$ cat src/sv/lis_pkg.sv
`timescale 1ns / 1ps
// Shared types and constants for the longest increasing subsequence block.
// No dependencies; used by lis_cell and the top level.
package lis_pkg;

    localparam int VALUE_W   = 32;
    localparam int LEN_OUT_W = 11;

    // Control bits that travel with each transaction through the cell chain.
    typedef struct packed {
        logic act;    // a real element occupies this stage
        logic start;  // element begins a new sequence
        logic ovf;    // element was dropped because the store was full
    } tok_ctrl_t;

endpackage

$ cat src/sv/lis_cell.sv
`timescale 1ns / 1ps
// One cell of the systolic chain: holds one stored element and its length.
// Depends on lis_pkg for the control struct and the value width.
module lis_cell #(
    parameter int IDX = 0,
    parameter int IW  = 10,
    parameter int LW  = 11
) (
    input  logic                               aclk,
    input  logic                               aresetn,
    input  logic                               adv,
    input  lis_pkg::tok_ctrl_t                 ctrl_in,
    input  logic signed [lis_pkg::VALUE_W-1:0] key_in,
    input  logic [IW-1:0]                      idx_in,
    input  logic [LW-1:0]                      len_in,
    output lis_pkg::tok_ctrl_t                 ctrl_out,
    output logic signed [lis_pkg::VALUE_W-1:0] key_out,
    output logic [IW-1:0]                      idx_out,
    output logic [LW-1:0]                      len_out
);

    logic signed [lis_pkg::VALUE_W-1:0] sv_reg;
    logic [LW-1:0]                      sl_reg;

    lis_pkg::tok_ctrl_t                 ctrl_reg;
    logic signed [lis_pkg::VALUE_W-1:0] key_reg;
    logic [IW-1:0]                      idx_reg;
    logic [LW-1:0]                      len_reg;
    logic [LW-1:0]                      len_next;

    logic live;
    logic store;
    logic earlier;

    assign live    = ctrl_in.act && !ctrl_in.ovf;
    assign store   = live && (idx_in == IW'(IDX));
    // This cell holds an element that came before the one passing through.
    assign earlier = live && (idx_in > IW'(IDX));

    always_comb begin
        len_next = len_in;
        if (earlier && (sv_reg < key_in) && (sl_reg >= len_in)) begin
            len_next = sl_reg + LW'(1);
        end
    end

    always_ff @(posedge aclk) begin
        if (adv && store) begin
            sv_reg <= key_in;
            sl_reg <= len_in;
        end
        if (adv) begin
            key_reg <= key_in;
            idx_reg <= idx_in;
            len_reg <= len_next;
        end
    end

    always_ff @(posedge aclk) begin
        if (!aresetn) begin
            ctrl_reg <= '0;
        end else if (adv) begin
            ctrl_reg <= ctrl_in;
        end
    end

    assign ctrl_out = ctrl_reg;
    assign key_out  = key_reg;
    assign idx_out  = idx_reg;
    assign len_out  = len_reg;

endmodule

$ cat config.mk
export PLATFORM = sky130hd
export DESIGN_NAME = lis_cell
export DESIGN_NICKNAME = d
export VERILOG_FILES = /design/src/sv/lis_pkg.sv /design/src/sv/lis_cell.sv
export SDC_FILE = /design/constraint.sdc
export NUM_CORES = 1
export LEC_CHECK = 0
export ABC_AREA = 1
export BUFFER_PORTS_ARGS = -buffer_cell sky130_fd_sc_hd__buf_4
export CAP_MARGIN = 20
export CORE_MARGIN = 2
export CORE_UTILIZATION = 40
export DETAILED_ROUTE_END_ITERATION = 10
export PLACE_DENSITY = 0.65
export SYNTH_ARGS = -nofsm -noshare
export SYNTH_HDL_FRONTEND = slang
export SYNTH_SLANG_ARGS = --single-unit
$ cat constraint.sdc
create_clock -name aclk -period 7.7 [get_ports aclk]
set_input_delay 2.31 -clock aclk [delete_from_list [all_inputs] [get_ports aclk]]
set_output_delay 2.31 -clock aclk [all_outputs]
set_load 0.05 [all_outputs]
==> results of run 1 <==
## through the flow
stage | hold slack [ns] | instance area, sq um | utilization [%] | power [mW] | worst slack (ns)
3_3_place_gp | 0.493 | 5550 | 50.7 | 0.823 | 3.39
4_1_cts | 0.528 | 5810 | 53.1 | 1.23 | 3.73
5_1_grt | 0.542 | 5810 | 53.1 | 1.26 | 3.51
2_1_floorplan | 0.694 | 4530 | - | 0.748 | 0.359
6_report | 0.525 | 5810 | 53.1 | 1.21 | 3.73
3_5_place_dp | 0.505 | 5550 | 50.7 | 0.826 | 3.37
## worst max-delay path, stage by stage
cell and delay, ns:
buf_4 0.10, inv_1 0.04, ha_1 0.30, a21oi_1 0.14, nor2_1 0.07, nor3_2 0.11, nand2_1 0.09, nand2_1 0.06
nand2_1 0.05, nand2_1 0.10, nand2_1 0.07, nand2_2 0.18, nand3_2 0.24, nand2_1 0.14, nand2_1 0.06
## path summary, 6_finish.rpt
check | startpoint | to | slack, ns | cells past startpoint
min reg2reg | ctrl_out[2] | ctrl_out[2] | 0.53 | 2
max | key_in[5] | len_out[10] | 3.73 | 15
max reg2reg | sl_reg[2] | len_out[10] | 5.35 | 10
min | ctrl_out[2] | ctrl_out[2] | 0.53 | 2
## Yosys cell counts, types with 2 or more instances
master,count
edfxtp_1,96
inv_1,59
nand2_1,59
ha_1,43
a21oi_1,20
nor2_1,16
nand4_1,15
xor2_1,8
nand3_1,7
o21ai_0,7
nand3_2,5
dfxtp_1,3
nor3_2,3
nor4_1,3
nor2_2,2
nor3_1,2
o21a_1,2
o21ai_1,2
## cell usage in the layout (no fill, tap or decap)
master	count
nor3_2	3
ha_1	43
nand2_2	1
nor2_2	2
nand4_1	15
xnor2_1	1
nand2_1	59
nor4_2	1
nor4_1	2
o21ai_1	2
nor3b_2	1
a21oi_2	1
buf_4	115
o21a_1	2
clkbuf_16	9
nor2_1	16
clkinv_4	1
nand3_1	7
dfxtp_1	3
xor2_1	8
nand3_2	5
inv_1	59
nor3_1	2
a21oi_1	20
o21ai_0	7
clkinv_1	3
edfxtp_1	96
clkinv_2	3
## per-layer routing
layer | track usage (%) | vias up | share of wire (%)
li1 | - | 1497 | -
met1 | 19.6 | 1407 | 45
met2 | 24.8 | 85 | 48
met3 | 2.96 | 10 | 4.6
met4 | 5.75 | 0 | 1.5
met5 | 0 | - | 0
## power breakdown
part,total (mW),switching [mW],internal (mW)
Clock,0.399,0.185,0.214
Sequential,0.623,0.00684,0.616
Combinational,0.190,0.128,0.0617
## layout make-up
type | instances | area [sq um] | share of cell area (%)
inverter | 59 | 221 | 3.81
clock buffer | 9 | 225 | 3.88
tap | 140 | 175 | 3.02
timing repair buffer | 115 | 863 | 14.9
multi-input combinational | 198 | 1340 | 23.1
clock inverter | 7 | 35.0 | 0.603
sequential | 99 | 2940 | 50.7
## logic make-up (layout without fill, tap and decap cells)
kind of cell | after synthesis | in the layout | share of synthesized area [%]
XOR/XNOR | 9 | 9 | 1.74
flip-flops | 99 | 99 | 64.9
buffers and inverters | 63 | 190 | 5.58
adder cells (fa/ha/maj) | 43 | 43 | 11.9
AO/OA/AOI/OAI | 32 | 32 | 3.73
AND/OR/NAND/NOR | 114 | 114 | 12.1
==> impl_metrics.py, run 1 <==
metrics = {
    "clock_network": {
        "post_cts_buffers": 0,
        "root_buffer": "clkbuf_16",
        "insertion_delay_ns": 0.34,
        "cts_resized": 0,
        "hold_buffers": 0,
        "cts_tree": "built",
        "clock_path_buffers": 2,
        "numCtsBuffers": 9,
        "clk_pin_slew_ns": 0.07,
        "htreeDepth": 3,
        "clock_sinks": 99,
    },
    "synth": {
        "syn-num-nets": 462,
        "ys_ff_latch": 99,
        "synth_edf_count": 96,
        "ys_types": 26,
        "syn_avg_cell_area_sq_um": 12.6,
        "ys.flop_type": "edfxtp_1",
        "yosysTopAreaCell": "edfxtp_1",
        "synth_area_leaders": "edfxtp_1 64%, ha_1 12%, inv_1 4.9%",
        "yosysSeqAreaShare_pct": 64.9,
        "async_reset_ff_share_pct": 0,
        "yosys.area.top_type_share_pct": 63.6,
        "synth_cells": 360,
        "syn_area_sq_um": 4530,
        "ys_warn_count": 0,
    },
    "floorplanning": {
        "fp.dieH_um": 110,
        "core_sq_um": 10900,
        "fp-row-count": 38,
        "die-area_sq_um": 12200,
        "die_x_um": 110,
        "start_util_pct": 41.4,
        "io_pins": 115,
    },
    "routing": {
        "avgRoutedWirePerCell_um": 14.0,
        "routed_wl_mm": 8.79,
        "antenna_left": 0,
        "first_pass_iters": 4,
        "drt_iter0_markers": 106,
        "post-route-drc-count": 0,
        "via_per_inst": 4.78,
        "num_vias": 2999,
    },
    "place": {
        "dp_hpwl_mm": 6.51,
        "portBuffers": 114,
        "place.gp.congestion": 0.863,
        "place_inst": 611,
    },
    "status": {
        "status": "finished, final reports clean",
    },
    "timing": {
        "max_freq_mhz": 252,
        "fin_tns_setup_ns": 0,
        "slew_headroom_pct": 51.6,
        "drv_slew": 0,
        "max_slew.worst_pin.slew_ns": 0.725,
        "skew_ns": 0.00527,
        "fin_crit_ns": 3.97,
        "grt_setup_unrepaired": "no",
        "finalHoldViolations": 0,
        "setup_viol": 0,
        "post-route-period-util_pct": 51.6,
    },
    "layout": {
        "num_antenna_cells": 0,
        "areaGrowthSynthToFinish_pct": 28.1,
        "fin_cells": 627,
        "final_layout_size_suffix_gt1_share_pct": 29.2,
        "nets": 584,
        "fillCellCount": 968,
    },
    "grt": {
        "grt_pass1_vias": 2959,
        "grt_max_degree": 59,
        "grt-ovfl-total": 0,
        "grt.total_usage_pct": 15.0,
        "grt_pass1_wl_mm": 14.7,
        "antenna_found_initial": 0,
    },
    "critical_path": {
        "critPathMaxFanout": 12,
        "setup.worst_path.class": "in2reg",
        "end_kind": "flop",
        "critical_path_required_ns": 7.79,
        "worst_setup_path_start_kind": "primary input",
        "cp.arrival_ns": 4.06,
    },
    "power_and_ir_drop": {
        "p_leak_nw": 2.60,
        "peakVddDrop_mv": 0.0950,
        "power.density_nw_per_um2": 209,
    },
    "job": {
        "cap_violations": 0,
    },
    "worst_hold_path": {
        "hold_class": "reg2reg",
    },
}
Power figures use the tool's default switching activity.
==> run 2, diff against run 1 <==
Clock period 7.7 ns to 3.3 ns, I/O delays scaled along.
==> run 2 against run 1 <==
Sequential share of layout area decreased by 0.35 points; worst hold slack worse by 0.0042 ns; core utilization rose by 0.37 points; total power up 130%; critical path depth is the same; first-iteration DRC count grew 5.7%.
==> impl_metrics.py, run 2 (synthesized netlist as in run 1, its figures left out) <==
metrics = {
    "grt": {
        "grt_pass1_vias": 2994,
        "grt-ovfl-total": 0,
        "grt_max_degree": 58,
        "grt_pass1_wl_mm": 14.6,
        "grt.total_usage_pct": 15.2,
        "antenna_found_initial": 0,
    },
    "place": {
        "place.gp.congestion": 0.796,
        "dp_hpwl_mm": 6.60,
        "portBuffers": 114,
        "dpl_cell_area_sq_um": 5580,
    },
    "floorplanning": {
        "fp.dieH_um": 110,
        "start_util_pct": 41.4,
        "fp-row-count": 38,
        "io_pins": 115,
        "core_sq_um": 10900,
        "die-area_sq_um": 12200,
        "die_x_um": 110,
    },
    "layout": {
        "num_antenna_cells": 0,
        "mostFrequentLayoutCells": "119 x buf_4, 96 x edfxtp_1, 59 x inv_1, 59 x nand2_1, 43 x ha_1",
        "final_common_cell": "buf_4",
        "nets": 588,
        "areaGrowthSynthToFinish_pct": 29.0,
        "final_layout_size_suffix_gt1_share_pct": 29.7,
        "design_area_sq_um": 5850,
    },
    "routing": {
        "num_vias": 2954,
        "first_pass_iters": 4,
        "drt_iter0_markers": 112,
        "post-route-drc-count": 0,
        "avgRoutedWirePerCell_um": 14.0,
        "via_per_inst": 4.68,
        "routed_wl_mm": 8.80,
        "antenna_left": 0,
    },
    "power_and_ir_drop": {
        "cellInternalPower_mw": 2.09,
        "power_switching_mw": 0.748,
        "p_leak_nw": 2.62,
        "netSwitchingFraction_pct": 26.4,
        "peakVddDrop_mv": 0.311,
        "fin_total_pwr_mw": 2.84,
        "clkPwrFrac_pct": 33.0,
        "seqPwrFrac_pct": 51.2,
        "power.density_nw_per_um2": 485,
        "combPwrFrac_pct": 15.8,
    },
    "critical_path": {
        "critPathMaxStageDelay_ns": 0.30,
        "cp_cell_sequence": "buf_4 > inv_1 > ha_1 > a21oi_1 > nor2_1 > nor3_2 > nand2_1 > nand2_1 > nand2_1 > nand2_1 > nand2_1 > nand2_2 > nand3_2 > nand2_1 > nand2_1",
        "critical-path-top-delay-family": "simple AND/OR/NAND/NOR gates",
        "rrSetupSlack_ns": 1.06,
        "critPathMaxFanout": 12,
        "cp_num_buf_inv": 2,
        "critical_path_required_ns": 3.40,
        "rr_endpoint": "len_out[8]",
        "crit_end": "len_out[8]",
        "slowest_stage": "ha_1",
        "crit_path_frequent_cell": "nand2_1",
        "end_kind": "flop",
        "cp.arrival_ns": 2.69,
        "cp_num_cells": 15,
        "r2r-start": "sl_reg[2]",
        "setup.worst_path.class": "in2reg",
        "worst_setup_path_start_kind": "primary input",
        "ff2ff_path_depth": 11,
        "crit_start": "key_in[5]",
    },
    "timing": {
        "post-route-period-util_pct": 78.7,
        "slew_headroom_pct": 52.0,
        "skew_ns": 0.0114,
        "drv_slew": 0,
        "max_freq_mhz": 385,
        "fin_tns_setup_ns": 0,
        "timing.hold.ws_ns": 0.521,
        "grt_setup_unrepaired": "no",
        "fin_crit_ns": 2.60,
        "max_slew.worst_pin.slew_ns": 0.720,
        "setup_viol": 0,
        "finalHoldViolations": 0,
    },
    "clock_network": {
        "htreeDepth": 3,
        "clock_sinks": 99,
        "post_cts_buffers": 0,
        "clk_pin_slew_ns": 0.07,
        "insertion_delay_ns": 0.35,
        "root_buffer": "clkbuf_16",
        "clock_path_buffers": 2,
        "numCtsBuffers": 9,
        "cts_tree": "built",
        "cts_resized": 0,
        "hold_buffers": 0,
    },
    "worst_hold_path": {
        "hold_class": "reg2reg",
        "holdPathStages": 2,
    },
    "status": {
        "status": "finished, final reports clean",
    },
    "job": {
        "cap_violations": 0,
    },
}
run 2: how the worst min path moves through the flow:
| stage | start | to | slack [ns] |
|---|---|---|---|
| CTS | ctrl_out[1] | ctrl_out[1] | 0.52 |
| finish | ctrl_out[1] | ctrl_out[1] | 0.52 |
| floorplan | sl_reg[10] | len_out[10] | 0.69 |
| global route | ctrl_out[1] | ctrl_out[1] | 0.56 |
| global placement | ctrl_out[1] | ctrl_out[1] | 0.48 |
| detailed placement | ctrl_out[1] | ctrl_out[1] | 0.51 |
run 2: cell type report:
cell class	count	area [sq um]
fillers	948	5090
flip-flops and latches	99	2940
multi-input cells	198	1350
repair buffers	119	893
clock buffers	10	229
inverters	59	221
well taps	140	175
clock inverters	6	32.5
run 2: worst register-to-register path: stages (launching register included):
cell and delay, ns:
edfxtp_1 0.48, ha_1 0.35, nand2_1 0.05, o21ai_0 0.21, nand4_1 0.11, nand3_1 0.10, nor2_1 0.06, nor2_2 0.08
buf_4 0.17, nand3_2 0.20, nand2_1 0.12, nand2_1 0.05
run 2: per-stage QoR:
step,instances,setup slack [ns],util (%)
6_report,631,0.704,53.5
5_1_grt,631,0.470,53.5
4_1_cts,631,0.703,53.5
3_5_place_dp,615,0.348,51.1
3_3_place_gp,615,0.381,51.1
2_1_floorplan,360,0.0720,-
run 2: power groups by stage:
stage / clock, mW / sequential, mW / combinational, mW
6_report: 0.935 / 1.45 / 0.447
5_1_grt: 1.02 / 1.46 / 0.478
4_1_cts: 0.969 / 1.45 / 0.452
3_5_place_dp: 0 / 1.48 / 0.451
3_3_place_gp: 0 / 1.48 / 0.444
2_1_floorplan: 0 / 1.67 / 0.0785
run 2: metal layers:
layer  global-route usage (%)  part of all wire (%)
met1                     18.2                    43
met3                     4.72                   4.5
met4                     6.50                   2.1
met2                     25.3                    51
met5                        0                     0
==> run 3, diff against run 2 <==
Clock period 3.3 ns to 2.25 ns, I/O delays scaled along.
==> run 3 against run 2 <==
Flip-flop and latch count stayed put; worst setup slack worse by 0.55 ns; via count is 6.9% higher; final cell count is 6.3% higher; combinational power is 62% higher; critical path depth stayed put; clock-buffer cell count stayed put; register-to-register slack worse by 0.85 ns; die area stayed put; sequential share of layout area is 3.7 points lower; core utilization is 4.3 points higher; critical path type unchanged.
==> impl_metrics.py, run 3 (synthesized netlist as in run 1, its figures left out) <==
metrics = {
    "floorplanning": {
        "start_util_pct": 41.4,
        "core_sq_um": 10900,
        "die_x_um": 110,
        "io_pins": 115,
        "die-area_sq_um": 12200,
        "fp-row-count": 38,
        "fp.dieH_um": 110,
    },
    "worst_hold_path": {
        "hold_class": "reg2reg",
    },
    "timing": {
        "slew_headroom_pct": 78.7,
        "finalHoldViolations": 0,
        "fin_crit_ns": 2.09,
        "setup_viol": 0,
        "drv_slew": 0,
        "max_freq_mhz": 478,
        "post-route-period-util_pct": 92.9,
        "skew_ns": 0.00494,
        "worst_slack_ns": 0.159,
        "max_slew.worst_pin.slew_ns": 0.317,
    },
    "grt": {
        "grt_pass1_vias": 3206,
        "antenna_found_initial": 0,
        "grt_pass1_wl_mm": 15.2,
        "grt-ovfl-total": 0,
        "grt.total_usage_pct": 15.5,
        "grt_max_degree": 58,
    },
    "layout": {
        "post-route-util_pct": 57.7,
        "final_common_cell": "buf_4",
        "areaGrowthSynthToFinish_pct": 39.3,
        "final_layout_size_suffix_gt1_share_pct": 36.7,
        "num_antenna_cells": 0,
        "nets": 628,
        "mostFrequentLayoutCells": "155 x buf_4, 96 x edfxtp_1, 59 x inv_1",
        "fillCellCount": 948,
    },
    "power_and_ir_drop": {
        "power_switching_mw": 1.12,
        "clkPwrFrac_pct": 35.8,
        "power.density_nw_per_um2": 706,
        "p_leak_nw": 2.85,
        "seqPwrFrac_pct": 47.9,
        "cellInternalPower_mw": 3.34,
        "peakVddDrop_mv": 0.385,
        "netSwitchingFraction_pct": 25.1,
        "combPwrFrac_pct": 16.3,
    },
    "place": {
        "place.gp.congestion": 0.793,
        "portBuffers": 114,
        "dp_hpwl_mm": 6.93,
        "place_ws_ns": -0.261,
    },
    "clock_network": {
        "numCtsBuffers": 9,
        "insertion_delay_ns": 0.34,
        "cts_tree": "built",
        "root_buffer": "clkbuf_16",
        "post_cts_buffers": 0,
        "hold_buffers": 0,
        "clock_sinks": 99,
        "cts_resized": 0,
        "clock_path_buffers": 2,
        "htreeDepth": 3,
        "clk_pin_slew_ns": 0.06,
    },
    "critical_path": {
        "slowest_stage": "ha_1",
        "cp_cell_sequence": "buf_4 > inv_1 > ha_1 > nand2_1 > inv_1 > nand3_1 > nor3_2 > nand2_1 > nand2_1 > nand2_2 > nand2_1 > nand2_4 > buf_6 > nand4_1 > nand2_1",
        "worst_setup_path_start_kind": "primary input",
        "crit_path_frequent_cell": "nand2_1",
        "end_kind": "flop",
        "setup.worst_path.class": "in2reg",
        "critical_path_required_ns": 2.35,
        "critPathMaxStageDelay_ns": 0.28,
        "cp.arrival_ns": 2.19,
        "critPathMaxFanout": 11,
    },
    "routing": {
        "via_per_inst": 4.71,
        "avgRoutedWirePerCell_um": 13.8,
        "num_vias": 3159,
        "antenna_left": 0,
        "post-route-drc-count": 0,
        "routed_wl_mm": 9.23,
        "drt_iter0_markers": 80,
        "first_pass_iters": 4,
    },
    "status": {
        "status": "finished, final reports clean",
    },
    "job": {
        "cap_violations": 0,
    },
}
[run 3: cell types whose count changed in the layout (fill, tap and decap cells not counted), sizes merged]
cell      before  now
buf          119  158
bufinv         0    2
clkinv         4    3
nand3         12   13
clkinvlp       2    1
[run 3: layout make-up]
type	instances	area (sq um)	area share [%]
clock buffer	10	229	3.63
clock inverter	6	80.1	1.27
inverter	59	221	3.51
multi-input combinational	199	1450	23.0
sequential	99	2940	46.6
tap	140	175	2.77
timing repair buffer	158	1210	19.2
[run 3: per-stage QoR]
stage          TNS (ns)  std cells  area (sq um)  hold slack, ns  power, mW
2_1_floorplan    -27.21        360          4580           0.694       2.56
3_3_place_gp      -2.44        654          5940           0.486       2.88
3_5_place_dp      -2.75        654          5940           0.499       2.89
4_1_cts               0        670          6250           0.510       4.50
5_1_grt         -0.0145        671          6310           0.515       4.62
6_report              0        671          6310           0.511       4.46
[run 3: critical path, delay by kind of cell]
kind          cells  cell delay, ns
simple gates     10            0.93
fa+ha+maj         1            0.28
buf+inv           4            0.31
[run 3: power groups by stage]
| stage | registers, mW | logic [mW] | clock network (mW) |
|---|---|---|---|
| after floorplan | 2.45 | 0.117 | 0 |
| after global placement | 2.17 | 0.709 | 0 |
| after detailed placement | 2.18 | 0.719 | 0 |
| after CTS | 2.14 | 0.721 | 1.64 |
| after global routing | 2.14 | 0.776 | 1.71 |
| final | 2.14 | 0.726 | 1.60 |
[run 3: path summary, 6_finish.rpt]
check | startpoint | to | slack, ns | depth (start not counted)
min reg2reg | ctrl_out[1] | ctrl_out[1] | 0.51 | 2
max reg2reg | sl_reg[1] | len_out[4] | 0.21 | 10
max | key_in[15] | len_out[4] | 0.16 | 15
min | ctrl_out[1] | ctrl_out[1] | 0.51 | 2
[run 3: metal layers]
layer | track usage, % | up-vias | wire, um
met5 | 0 | - | 0
met4 | 6.33 | 0 | 208
met3 | 3.18 | 16 | 448
met2 | 25.8 | 81 | 4530
met1 | 19.8 | 1475 | 4040
li1 | - | 1587 | -
